## src/hw/rtl/slcfp_pkg.sv

```systemverilog
// Shared types and constants for the sync/length/checksum frame parser.
// No dependencies; read by the interfaces, the parser core and the top level.
package slcfp_pkg;

   localparam int BYTE_W = 8;

   localparam logic [BYTE_W-1:0] SYNC_FIRST        = 8'h55;
   localparam logic [BYTE_W-1:0] SYNC_SECOND       = 8'hAA;
   localparam logic [BYTE_W-1:0] LIMIT_CAP         = 8'd252;
   localparam logic [BYTE_W-1:0] MAX_PAYLOAD_RESET = 8'd64;

   typedef enum logic [1:0] {
      ROLE_LENGTH   = 2'd0,
      ROLE_COMMAND  = 2'd1,
      ROLE_PAYLOAD  = 2'd2,
      ROLE_CHECKSUM = 2'd3
   } role_type;

   typedef enum logic [1:0] {
      STATUS_BUSY   = 2'd0,
      STATUS_GOOD   = 2'd1,
      STATUS_BAD    = 2'd2,
      STATUS_REJECT = 2'd3
   } status_type;

   typedef struct packed {
      logic              in_frame;
      logic              sync_seen;
      logic [BYTE_W-1:0] byte_count;
      logic [BYTE_W-1:0] length_held;
      logic [BYTE_W-1:0] running_sum;
   } state_type;

   typedef struct packed {
      logic [BYTE_W-1:0] frame_byte;
      role_type          byte_role;
      logic [BYTE_W-1:0] byte_position;
      logic [BYTE_W-1:0] frame_length;
      logic              frame_end;
      status_type        frame_status;
   } result_type;

endpackage

```

## src/hw/rtl/slcfp_req_if.sv

```systemverilog
// Input byte channel: valid/ready handshake carrying one received byte.
// Depends on slcfp_pkg.
interface slcfp_req_if;
   import slcfp_pkg::*;

   logic              valid;
   logic              ready;
   logic [BYTE_W-1:0] in_byte;

   modport source (output valid, output in_byte, input ready);
   modport sink   (input valid, input in_byte, output ready);
endinterface

```

## src/hw/rtl/slcfp_rsp_if.sv

```systemverilog
// Result channel: valid/ready handshake carrying one tagged frame byte.
// Depends on slcfp_pkg.
interface slcfp_rsp_if;
   import slcfp_pkg::*;

   logic              valid;
   logic              ready;
   logic [BYTE_W-1:0] frame_byte;
   logic [1:0]        byte_role;
   logic [BYTE_W-1:0] byte_position;
   logic [BYTE_W-1:0] frame_length;
   logic              frame_end;
   logic [1:0]        frame_status;

   modport source (output valid, output frame_byte, output byte_role, output byte_position,
                   output frame_length, output frame_end, output frame_status, input ready);
   modport sink   (input valid, input frame_byte, input byte_role, input byte_position,
                   input frame_length, input frame_end, input frame_status, output ready);
endinterface

```

## src/hw/rtl/slcfp_core.sv

```systemverilog
// Parser step: sync hunt, frame field tagging, running checksum and length check.
// Purely combinational; depends on slcfp_pkg.
module slcfp_core (
   input  slcfp_pkg::state_type            state,
   input  logic [slcfp_pkg::BYTE_W-1:0]    in_byte,
   input  logic [slcfp_pkg::BYTE_W-1:0]    max_payload,
   output slcfp_pkg::state_type            next_state,
   output logic                            has_result,
   output slcfp_pkg::result_type           result
);
   import slcfp_pkg::*;

   logic [BYTE_W-1:0] limit;
   logic [BYTE_W:0]   last_pos;
   logic [BYTE_W-1:0] sum_next;
   logic              frame_done;

   assign limit    = (max_payload > LIMIT_CAP) ? LIMIT_CAP : max_payload;
   assign last_pos = {1'b0, state.length_held} + (BYTE_W+1)'(2);
   assign sum_next = state.running_sum + in_byte;

   always_comb begin
      next_state            = state;
      has_result            = 1'b0;
      frame_done            = 1'b0;
      result.frame_byte     = in_byte;
      result.byte_role      = ROLE_LENGTH;
      result.byte_position  = state.byte_count;
      result.frame_length   = state.length_held;
      result.frame_end      = 1'b0;
      result.frame_status   = STATUS_BUSY;

      if (!state.in_frame) begin
         if (in_byte == SYNC_FIRST) begin
            next_state.sync_seen = 1'b1;
         end else if (state.sync_seen && in_byte == SYNC_SECOND) begin
            next_state.in_frame    = 1'b1;
            next_state.sync_seen   = 1'b0;
            next_state.byte_count  = '0;
            next_state.length_held = '0;
            next_state.running_sum = '0;
         end
      end else if (state.byte_count == '0) begin
         has_result          = 1'b1;
         result.frame_length = in_byte;
         if (in_byte > limit) begin
            result.frame_status = STATUS_REJECT;
            frame_done          = 1'b1;
         end else begin
            next_state.length_held = in_byte;
            next_state.running_sum = in_byte;
            next_state.byte_count  = BYTE_W'(1);
         end
      end else begin
         has_result             = 1'b1;
         next_state.running_sum = sum_next;
         if (state.byte_count == BYTE_W'(1)) begin
            result.byte_role = ROLE_COMMAND;
         end else if ({1'b0, state.byte_count} < last_pos) begin
            result.byte_role = ROLE_PAYLOAD;
         end else begin
            result.byte_role = ROLE_CHECKSUM;
         end
         if (result.byte_role == ROLE_CHECKSUM) begin
            result.frame_status = (sum_next == '0) ? STATUS_GOOD : STATUS_BAD;
            frame_done          = 1'b1;
         end else begin
            next_state.byte_count = state.byte_count + BYTE_W'(1);
         end
      end

      if (frame_done) begin
         result.frame_end       = 1'b1;
         next_state.in_frame    = 1'b0;
         next_state.byte_count  = '0;
         next_state.length_held = '0;
         next_state.running_sum = '0;
      end
   end

endmodule

```

## src/hw/rtl/sync_length_checksum_frame_parser.sv

```systemverilog
// Sync/length/checksum frame parser. Takes one received byte per transfer and
// emits each frame byte tagged with role, position, length and status.
// Depends on slcfp_pkg, slcfp_req_if, slcfp_rsp_if and slcfp_core.
//
// Usage: one byte is accepted every cycle unless the input side stalls. Each
// byte is held in the input register, where the parser step updates the frame
// state, and then sits in the result register until taken. Sync bytes and bytes
// seen while hunting produce no result. Throughput is set by the single parser
// step between the two registers; the input side stalls only while the result
// register is full and not drained. max_payload is to be written through
// csr_we/csr_wdata only while the parser is idle; the block does not enforce
// this. Values above 252 act as 252. It resets to 64.
module sync_length_checksum_frame_parser (
   input  logic                         clock,
   input  logic                         reset,
   input  logic                         csr_we,
   input  logic [slcfp_pkg::BYTE_W-1:0] csr_wdata,
   slcfp_req_if.sink                    req,
   slcfp_rsp_if.source                  rsp
);
   import slcfp_pkg::*;

   logic [BYTE_W-1:0] max_payload_ff, max_payload_in;
   state_type         state_ff, state_in;
   logic              s1_valid_ff, s1_valid_in;
   logic [BYTE_W-1:0] s1_byte_ff, s1_byte_in;
   logic              out_valid_ff, out_valid_in;
   result_type        out_ff, out_in;

   state_type         core_state;
   logic              core_has_result;
   result_type        core_result;
   logic              out_free;
   logic              s1_advance;
   logic              req_take;

   slcfp_core u_core (
      .state       (state_ff),
      .in_byte     (s1_byte_ff),
      .max_payload (max_payload_ff),
      .next_state  (core_state),
      .has_result  (core_has_result),
      .result      (core_result)
   );

   assign out_free   = !out_valid_ff || rsp.ready;
   assign s1_advance = s1_valid_ff && out_free;
   assign req.ready  = !s1_valid_ff || out_free;
   assign req_take   = req.valid && req.ready;

   always_comb begin
      max_payload_in = csr_we ? csr_wdata : max_payload_ff;
      state_in       = s1_advance ? core_state : state_ff;
      s1_valid_in    = req_take || (s1_valid_ff && !s1_advance);
      s1_byte_in     = req_take ? req.in_byte : s1_byte_ff;
      out_valid_in   = out_valid_ff && !rsp.ready;
      out_in         = out_ff;
      if (s1_advance && core_has_result) begin
         out_valid_in = 1'b1;
         out_in       = core_result;
      end
   end

   always_ff @(posedge clock) begin
      if (reset) begin
         max_payload_ff <= MAX_PAYLOAD_RESET;
         state_ff       <= '0;
         s1_valid_ff    <= 1'b0;
         out_valid_ff   <= 1'b0;
      end else begin
         max_payload_ff <= max_payload_in;
         state_ff       <= state_in;
         s1_valid_ff    <= s1_valid_in;
         out_valid_ff   <= out_valid_in;
      end
   end

   always_ff @(posedge clock) begin
      s1_byte_ff <= s1_byte_in;
      out_ff     <= out_in;
   end

   assign rsp.valid         = out_valid_ff;
   assign rsp.frame_byte    = out_ff.frame_byte;
   assign rsp.byte_role     = out_ff.byte_role;
   assign rsp.byte_position = out_ff.byte_position;
   assign rsp.frame_length  = out_ff.frame_length;
   assign rsp.frame_end     = out_ff.frame_end;
   assign rsp.frame_status  = out_ff.frame_status;

endmodule

```

## src/flat_wrapper.sv

```systemverilog
// flat-port wrapper written by rule: the top's interface ports become plain ports
module sync_length_checksum_frame_parser_flat import slcfp_pkg::*;
  (clock, reset, csr_we, csr_wdata, req_valid, req_in_byte, req_ready, rsp_valid, rsp_frame_byte, rsp_byte_role, rsp_byte_position, rsp_frame_length, rsp_frame_end, rsp_frame_status, rsp_ready);
  slcfp_req_if req_i ();
  slcfp_rsp_if rsp_i ();
  input  logic clock;
  input  logic reset;
  input  logic csr_we;
  input  logic [slcfp_pkg::BYTE_W-1:0] csr_wdata;
  input wire logic [$bits(req_i.valid)-1:0] req_valid;
  input wire logic [$bits(req_i.in_byte)-1:0] req_in_byte;
  output wire logic [$bits(req_i.ready)-1:0] req_ready;
  output wire logic [$bits(rsp_i.valid)-1:0] rsp_valid;
  output wire logic [$bits(rsp_i.frame_byte)-1:0] rsp_frame_byte;
  output wire logic [$bits(rsp_i.byte_role)-1:0] rsp_byte_role;
  output wire logic [$bits(rsp_i.byte_position)-1:0] rsp_byte_position;
  output wire logic [$bits(rsp_i.frame_length)-1:0] rsp_frame_length;
  output wire logic [$bits(rsp_i.frame_end)-1:0] rsp_frame_end;
  output wire logic [$bits(rsp_i.frame_status)-1:0] rsp_frame_status;
  input wire logic [$bits(rsp_i.ready)-1:0] rsp_ready;
  assign req_i.valid = req_valid;
  assign req_i.in_byte = req_in_byte;
  assign req_ready = req_i.ready;
  assign rsp_valid = rsp_i.valid;
  assign rsp_frame_byte = rsp_i.frame_byte;
  assign rsp_byte_role = rsp_i.byte_role;
  assign rsp_byte_position = rsp_i.byte_position;
  assign rsp_frame_length = rsp_i.frame_length;
  assign rsp_frame_end = rsp_i.frame_end;
  assign rsp_frame_status = rsp_i.frame_status;
  assign rsp_i.ready = rsp_ready;
  sync_length_checksum_frame_parser u_core (.clock(clock), .reset(reset), .csr_we(csr_we), .csr_wdata(csr_wdata), .req(req_i), .rsp(rsp_i));
endmodule
```

## config.mk

```make
export PLATFORM = sky130hd
export DESIGN_NAME = sync_length_checksum_frame_parser_flat
export DESIGN_NICKNAME = d
export VERILOG_FILES = /design/src/hw/rtl/slcfp_pkg.sv /design/src/hw/rtl/slcfp_req_if.sv /design/src/hw/rtl/slcfp_rsp_if.sv /design/src/hw/rtl/slcfp_core.sv /design/src/hw/rtl/sync_length_checksum_frame_parser.sv /design/src/flat_wrapper.sv
export SDC_FILE = /design/constraint.sdc
export NUM_CORES = 1
export LEC_CHECK = 0
export ABC_AREA = 1
export BUFFER_PORTS_ARGS = -buffer_cell sky130_fd_sc_hd__buf_2
export CORE_ASPECT_RATIO = 1.75
export CORE_UTILIZATION = 40
export CTS_CLUSTER_DIAMETER = 60
export DETAILED_ROUTE_END_ITERATION = 8
export SYNTH_ARGS = -nofsm -noshare
export SYNTH_HDL_FRONTEND = slang
export SYNTH_SLANG_ARGS = --single-unit
```

## constraint.sdc

```tcl
create_clock -name clock -period 3.65 [get_ports clock]
set_input_delay 0.5475 -clock clock [delete_from_list [all_inputs] [get_ports clock]]
set_output_delay 0.5475 -clock clock [all_outputs]
set_load 0.1 [all_outputs]
```

; Word-level counts from Yosys, hierarchy flattened
; Index checks and enable logic that the tools add are counted.
[classes]
n_bitwise = 1
n_mux = 31
order_cmp = 3
addsub = 3
reduce_logical = 22
eq_ne = 9
[op_table]
columns = operator, n
row1 = $mux W24, 4
row2 = $mux W8, 7
row3 = $mux W26, 1
row4 = $logic_not A8 Y1, 2
row5 = $mux W2, 8
row6 = $mux W1, 11
row7 = $reduce_and A5 Y1, 2
row8 = $add A8 B2 Y9 const B, 1
row9 = $lt A8 B9 Y1, 1
row10 = $add A8 B1 Y8 const B, 1
row11 = $add A8 B8 Y8, 1
row12 = $eq A8 B1 Y1 const B, 1
row13 = $eq A8 B7 Y1 const B, 1
row14 = $eq A8 B8 Y1 const B, 1
row15 = $gt A8 B8 Y1, 1
row16 = $gt A8 B8 Y1 const B, 1
row17 = $ne A4 B4 Y1 const B, 2
row18 = $logic_and A1 B1 Y1, 6
row19 = $ne A3 B3 Y1 const B, 2
row20 = $logic_not A1 Y1, 4
row21 = $reduce_and A4 Y1, 1
row22 = $logic_or A1 B1 Y1, 3
row23 = $ne A3 B2 Y1 const B, 1
row24 = $reduce_and A3 Y1, 1
row25 = 5 further kinds, 5
[totals]
reg_bits = 73
out_inout_bits = 31
wordCells = 84

; Depth between registers and ports, before layout
[logic_depth]
depth_word = 12
mapped_depth = 16
ltp_nobuf = 16

; Cells and area by module
; From an unflattened synthesis, not the netlist that was laid out.
[hier_totals]
cells_unflattened = 655
area_unflattened_um2 = 4885.9
[modules_own_cells]
columns = module, area_each_um2, cells_each, instances, seq_area_each_um2
row1 = sync_length_checksum_frame_parser, 2705.1, 257, 1, 1831.8
row2 = slcfp_core, 2180.8, 398, 1, 0.0

; Worst setup path before layout
; OpenSTA, ideal clock, no wires.
[synth_path]
kind = reg-to-reg
from = reg u_core.out_valid_ff (netlist: u_core.rsp.valid)
to = reg u_core.s1_byte_ff[0] (enable)
period_less_slack_ps = 2417
path_slack_ps = 1233
t_arrival_ps = 2140
setup_time_ps = 276
path_stages_with_launch = 6
path_cell_list = dfxtp_1 > nand2_1 > inv_1 > nand2_1 > nand2_1 > inv_1
[synth_between]
elab_chain_cells = 4
[synth_lines]
columns = item, line
row1 = start: declaration, sync_length_checksum_frame_parser.sv:27  ; logic out_valid_ff, out_valid_in;
row2 = start signal: assignment, sync_length_checksum_frame_parser.sv:74  ; out_valid_ff <= out_valid_in;
row3 = $logic_not A1 Y1, sync_length_checksum_frame_parser.sv:46  ; assign out_free = !out_valid_ff || rsp.ready;
row4 = $logic_or A1 B1 Y1, sync_length_checksum_frame_parser.sv:46
row5 = $logic_or A1 B1 Y1, sync_length_checksum_frame_parser.sv:48  ; assign req.ready = !s1_valid_ff || out_free;
row6 = via req_ready, flat_wrapper.sv:12  ; output wire logic [$bits(req_i.ready)-1:0] req_ready;
row7 = $logic_and A1 B1 Y1, sync_length_checksum_frame_parser.sv:49  ; assign req_take = req.valid && req.ready;
row8 = via u_core.req_take, sync_length_checksum_frame_parser.sv:35  ; logic req_take;
row9 = end signal: assignment, sync_length_checksum_frame_parser.sv:79  ; s1_byte_ff <= s1_byte_in;
row10 = end: declaration, sync_length_checksum_frame_parser.sv:26  ; logic [BYTE_W-1:0] s1_byte_ff, s1_byte_in;
; The timed path passes the listed nets, and every way through them passes these cells.
; A chain may end at the register's enable or synchronous reset.

; Worst setup path in the final report
[layout_path]
from = reg u_core.state_ff[9] (netlist bit)
to = reg u_core.state_ff[10] (netlist bit)
[layout_between]
elab_chain_cells = 12
elab_cells_between_ends = 16
[layout_lines]
columns = item, line
row1 = start: declaration, sync_length_checksum_frame_parser.sv:24  ; state_type state_ff, state_in;
row2 = start signal: assignment, sync_length_checksum_frame_parser.sv:72  ; state_ff <= state_in;
row3 = $add A8 B2 Y9 *, slcfp_core.sv:19  ; assign last_pos = {1'b0, state.length_held} + (BYTE_W+1)'(2);
row4 = $lt A8 B9 Y1 *, slcfp_core.sv:59  ; end else if ({1'b0, state.byte_count} < last_pos) begin
row5 = $mux W1 *, slcfp_core.sv:59
row6 = $mux W2 *, slcfp_core.sv:57  ; if (state.byte_count == BYTE_W'(1)) begin
row7 = $mux W2 *, slcfp_core.sv:43  ; end else if (state.byte_count == '0) begin
row8 = $mux W2 *, slcfp_core.sv:33  ; if (!state.in_frame) begin
row9 = $eq A2 B2 Y1 *, slcfp_core.sv:64  ; if (result.byte_role == ROLE_CHECKSUM) begin
row10 = $mux W1 *, slcfp_core.sv:64
row11 = $mux W1 *, slcfp_core.sv:43
row12 = $mux W1 *, slcfp_core.sv:33
row13 = $ne A3 B3 Y1 (no source line) (tied with other cells), -
row14 = $reduce_and A5 Y1 (no source line), -
; Every way passes the cells marked *; elsewhere a longest branch is shown, timed or not. The select of a mux whose other input is x is not followed.

==> impl_metrics.json <==
{
  "drtIter0Drc": 176,
  "p_sw_share_pct": 22.06,
  "synth_top_cell_area_share_pct": 29.05,
  "ant_nets": 0,
  "required_ps": 3860,
  "maxSlewViolCount": 0,
  "core_area_mm2": 0.009151,
  "cts_tree": "done",
  "min_path_type": "in2reg",
  "cp_slowest_stage_delay_ps": 380,
  "ys.flop_type": "edfxtp_1",
  "cpMostUsedCell": "nand2_1",
  "p_leak_nw": 1.992,
  "cp_max_fo": 9,
  "intPower_mw": 1.436,
  "power_density_mw_per_mm2": 412.3,
  "status": "finished, final reports clean",
  "synth_top_area_cell": "edfxtp_1",
  "slew_headroom_pct": 63.32,
  "crit_path_start_kind": "register",
  "switchingPower_uw": 406.4,
  "die-area_mm2": 0.009973,
  "synth_area_leaders": "edfxtp_1 (29%), dfxtp_1 (19%), nand2_1 (10%)",
  "cts-resized-gates": 0,
  "num_vias": 3158,
  "fin_tns_setup_ps": 0,
  "grt_usage_pct": 18.98,
  "grt_start_max_net_pins": 31,
  "cts_setup_buffers": 0,
  "fmax_ghz": 0.4074,
  "syn-cell-area_mm2": 0.003825,
  "synth_most_common_cell": "nand2_1",
  "setup_ws_ps": 1196,
  "p_seq_share_pct": 48.6,
  "rsz0062_at_grt": "false",
  "grt_pass1_vias": 3066,
  "num_antenna_cells": 0,
  "dp_cells": 609,
  "clk_pin_slew_ps": 50,
  "syn-mean-instance-area_um2": 8.595,
  "avgViaCountPerCell": 5.053,
  "syn_to_final_growth_pct": 16.81,
  "cts.sink_count": 73,
  "ios": 52,
  "crit_type": "reg2reg",
  "synthArstFlopShare_pct": 0,
  "end_kind": "register",
  "path_cells": "ha_1, nand2_1, nor2_1, nand3_1, xor2_1, ha_1, nand3_1, a21oi_1, nand2_1, nand2_1, nand2_1, nand2_1, nand2_2, inv_1, a21oi_1",
  "report.power.total_mw": 1.842,
  "pre_cts_ws_ps": 1216,
  "fin_crit_sh_pct": 67.24,
  "clk_latency_ps": 340,
  "worst_slew_pin_slew_ps": 546.8,
  "die_y_um": 131.4,
  "postSynthNetCount": 493,
  "max-cap-violations": 0,
  "numPortBuffers": 51,
  "nets": 548,
  "h-tree-depth": 3,
  "row_count": 46,
  "fin_util_pct": 48.82,
  "die_w_um": 75.92,
  "synthCells": 445,
  "dp_hpwl_um": 6824,
  "ir_worst_vdd_v": 0.0003415,
  "wl_um": 8937,
  "synth-edff-count": 37,
  "yosysSeqAreaShare_pct": 47.89,
  "holdBufCountCts": 0,
  "grt_overflow_total": 0,
  "grt_pass1_wl_um": 14370,
  "setup-violations-final": 0,
  "cts_max_path_buffers": 2,
  "pwr-share-comb_pct": 5.3,
  "place_congestion": 0.8979,
  "clock_power_share_pct": 46.1,
  "worstPathArrival_ps": 2670,
  "hold_viol": 0,
  "period_needed_ps": 2454,
  "wl_per_cell_um": 14.30,
  "cts_root_buf": "clkbuf_16",
  "drc": 0,
  "final-instance-count-excl-fill": 625,
  "antenna_found_initial": 0,
  "yosysUniqueCellTypes": 36,
  "fin_worst_skew_ps": 7.762,
  "yosys_warnings": 0,
  "synthTopCellsByCount": "nand2_1 (105), inv_1 (53), a21oi_1 (44)",
  "start_util_pct": 41.80,
  "drive_gt1_share_pct": 17.23,
  "ys_ff_latch": 73,
  "cp_slowest_cell": "dfxtp_1",
  "firstDrtPassIters": 5,
  "cts_made_buffers": 9
}
[area by class of cell]
type                            count  area [um^2]
Tap cell                          120        150.1
Clock inverter                      6        58.81
Fill cell                         872         4683
Multi-Input combinational cell    304         1707
Inverter                           59        221.5
Clock buffer                       10        229.0
Timing Repair Buffer               53        270.3
Sequential cell                    73         1832
[routing by layer]
layer | share of wire, % | vias to the layer above | global-route usage (%)
li1 | - | 1589 | -
met1 | 36 | 1464 | 17.72
met2 | 57 | 80 | 37.07
met3 | 3.9 | 25 | 3.750
met4 | 3.4 | 0 | 11.00
met5 | 0 | - | 0
[final timing paths]
| path | start | cells after the start | to | slack [ps] |
|---|---|---|---|---|
| setup / recovery | u_core.state_ff[9] | 15 | u_core.state_ff[10] | 1200 |
| hold / removal | req_in_byte[5] | 1 | u_core.s1_byte_ff[5] | 390 |
| setup reg to reg | u_core.state_ff[9] | 15 | u_core.state_ff[10] | 1200 |
| hold reg to reg | u_core.state_ff[0] | 2 | u_core.state_ff[0] | 480 |
[power by group through the flow]
stage | clock, mW | combinational, mW | sequential (mW)
after floorplan | 0 | 0.0703 | 0.902
after global placement | 0 | 0.0940 | 0.912
after detailed placement | 0 | 0.0982 | 0.912
after CTS | 0.867 | 0.0987 | 0.895
after global routing | 0.898 | 0.112 | 0.896
final | 0.850 | 0.0979 | 0.894
[sequential cells by signal, summed over array words and instances, names as in the netlist]
register and flops:
u_core.s1_valid_ff 1, u_core.rsp.byte_role 2, u_core.rsp.frame_length 8, u_core.rsp.byte_position 8, u_core.rsp.frame_status 2, u_core.s1_byte_ff 8, u_core.state_ff 26, u_core.rsp.frame_end 1
u_core.max_payload_ff 8, u_core.rsp.frame_byte 8, u_core.rsp.valid 1
[cell usage in the layout, fill, tap and decap left out, drive strengths merged, types with 26 or more instances in the layout]
cell / Yosys / final
edfxtp: 37 / 37
nand3: 34 / 34
ha: 26 / 26
inv: 58 / 58
a21oi: 44 / 44
dfxtp: 36 / 36
nor2: 29 / 29
o21ai: 28 / 28
nand2: 109 / 109
buf: 6 / 53
[worst max-delay path: cells and delay by family (launching register included)]
kind                     cells  cell delay (ps)
AND/OR/NAND/NOR              9              830
adder cells (fa/ha/maj)      2              500
flip-flops                   1              380
buffers and inverters        1              230
AO/OA/AOI/OAI                2              230
XOR/XNOR                     1              160
[metrics by stage]
stage                     instance area (um^2)  hold slack [ps]
after detailed placement                  4180            470.4
after global routing                      4468            372.2
after CTS                                 4468            376.5
after global placement                    4180            462.5
after floorplan                           3825            447.8
final                                     4468            386.4
[cells by family after synthesis]
kind of cell	share of synthesized area [%]
and+or+nand+nor	22.08
AOI/OAI and AO/OA	10.53
DFF	47.89
buffers and inverters	7.491
adders and majority gates	9.028
xor gates and xnor gates	2.977
(Power assumes the default switching activity.)
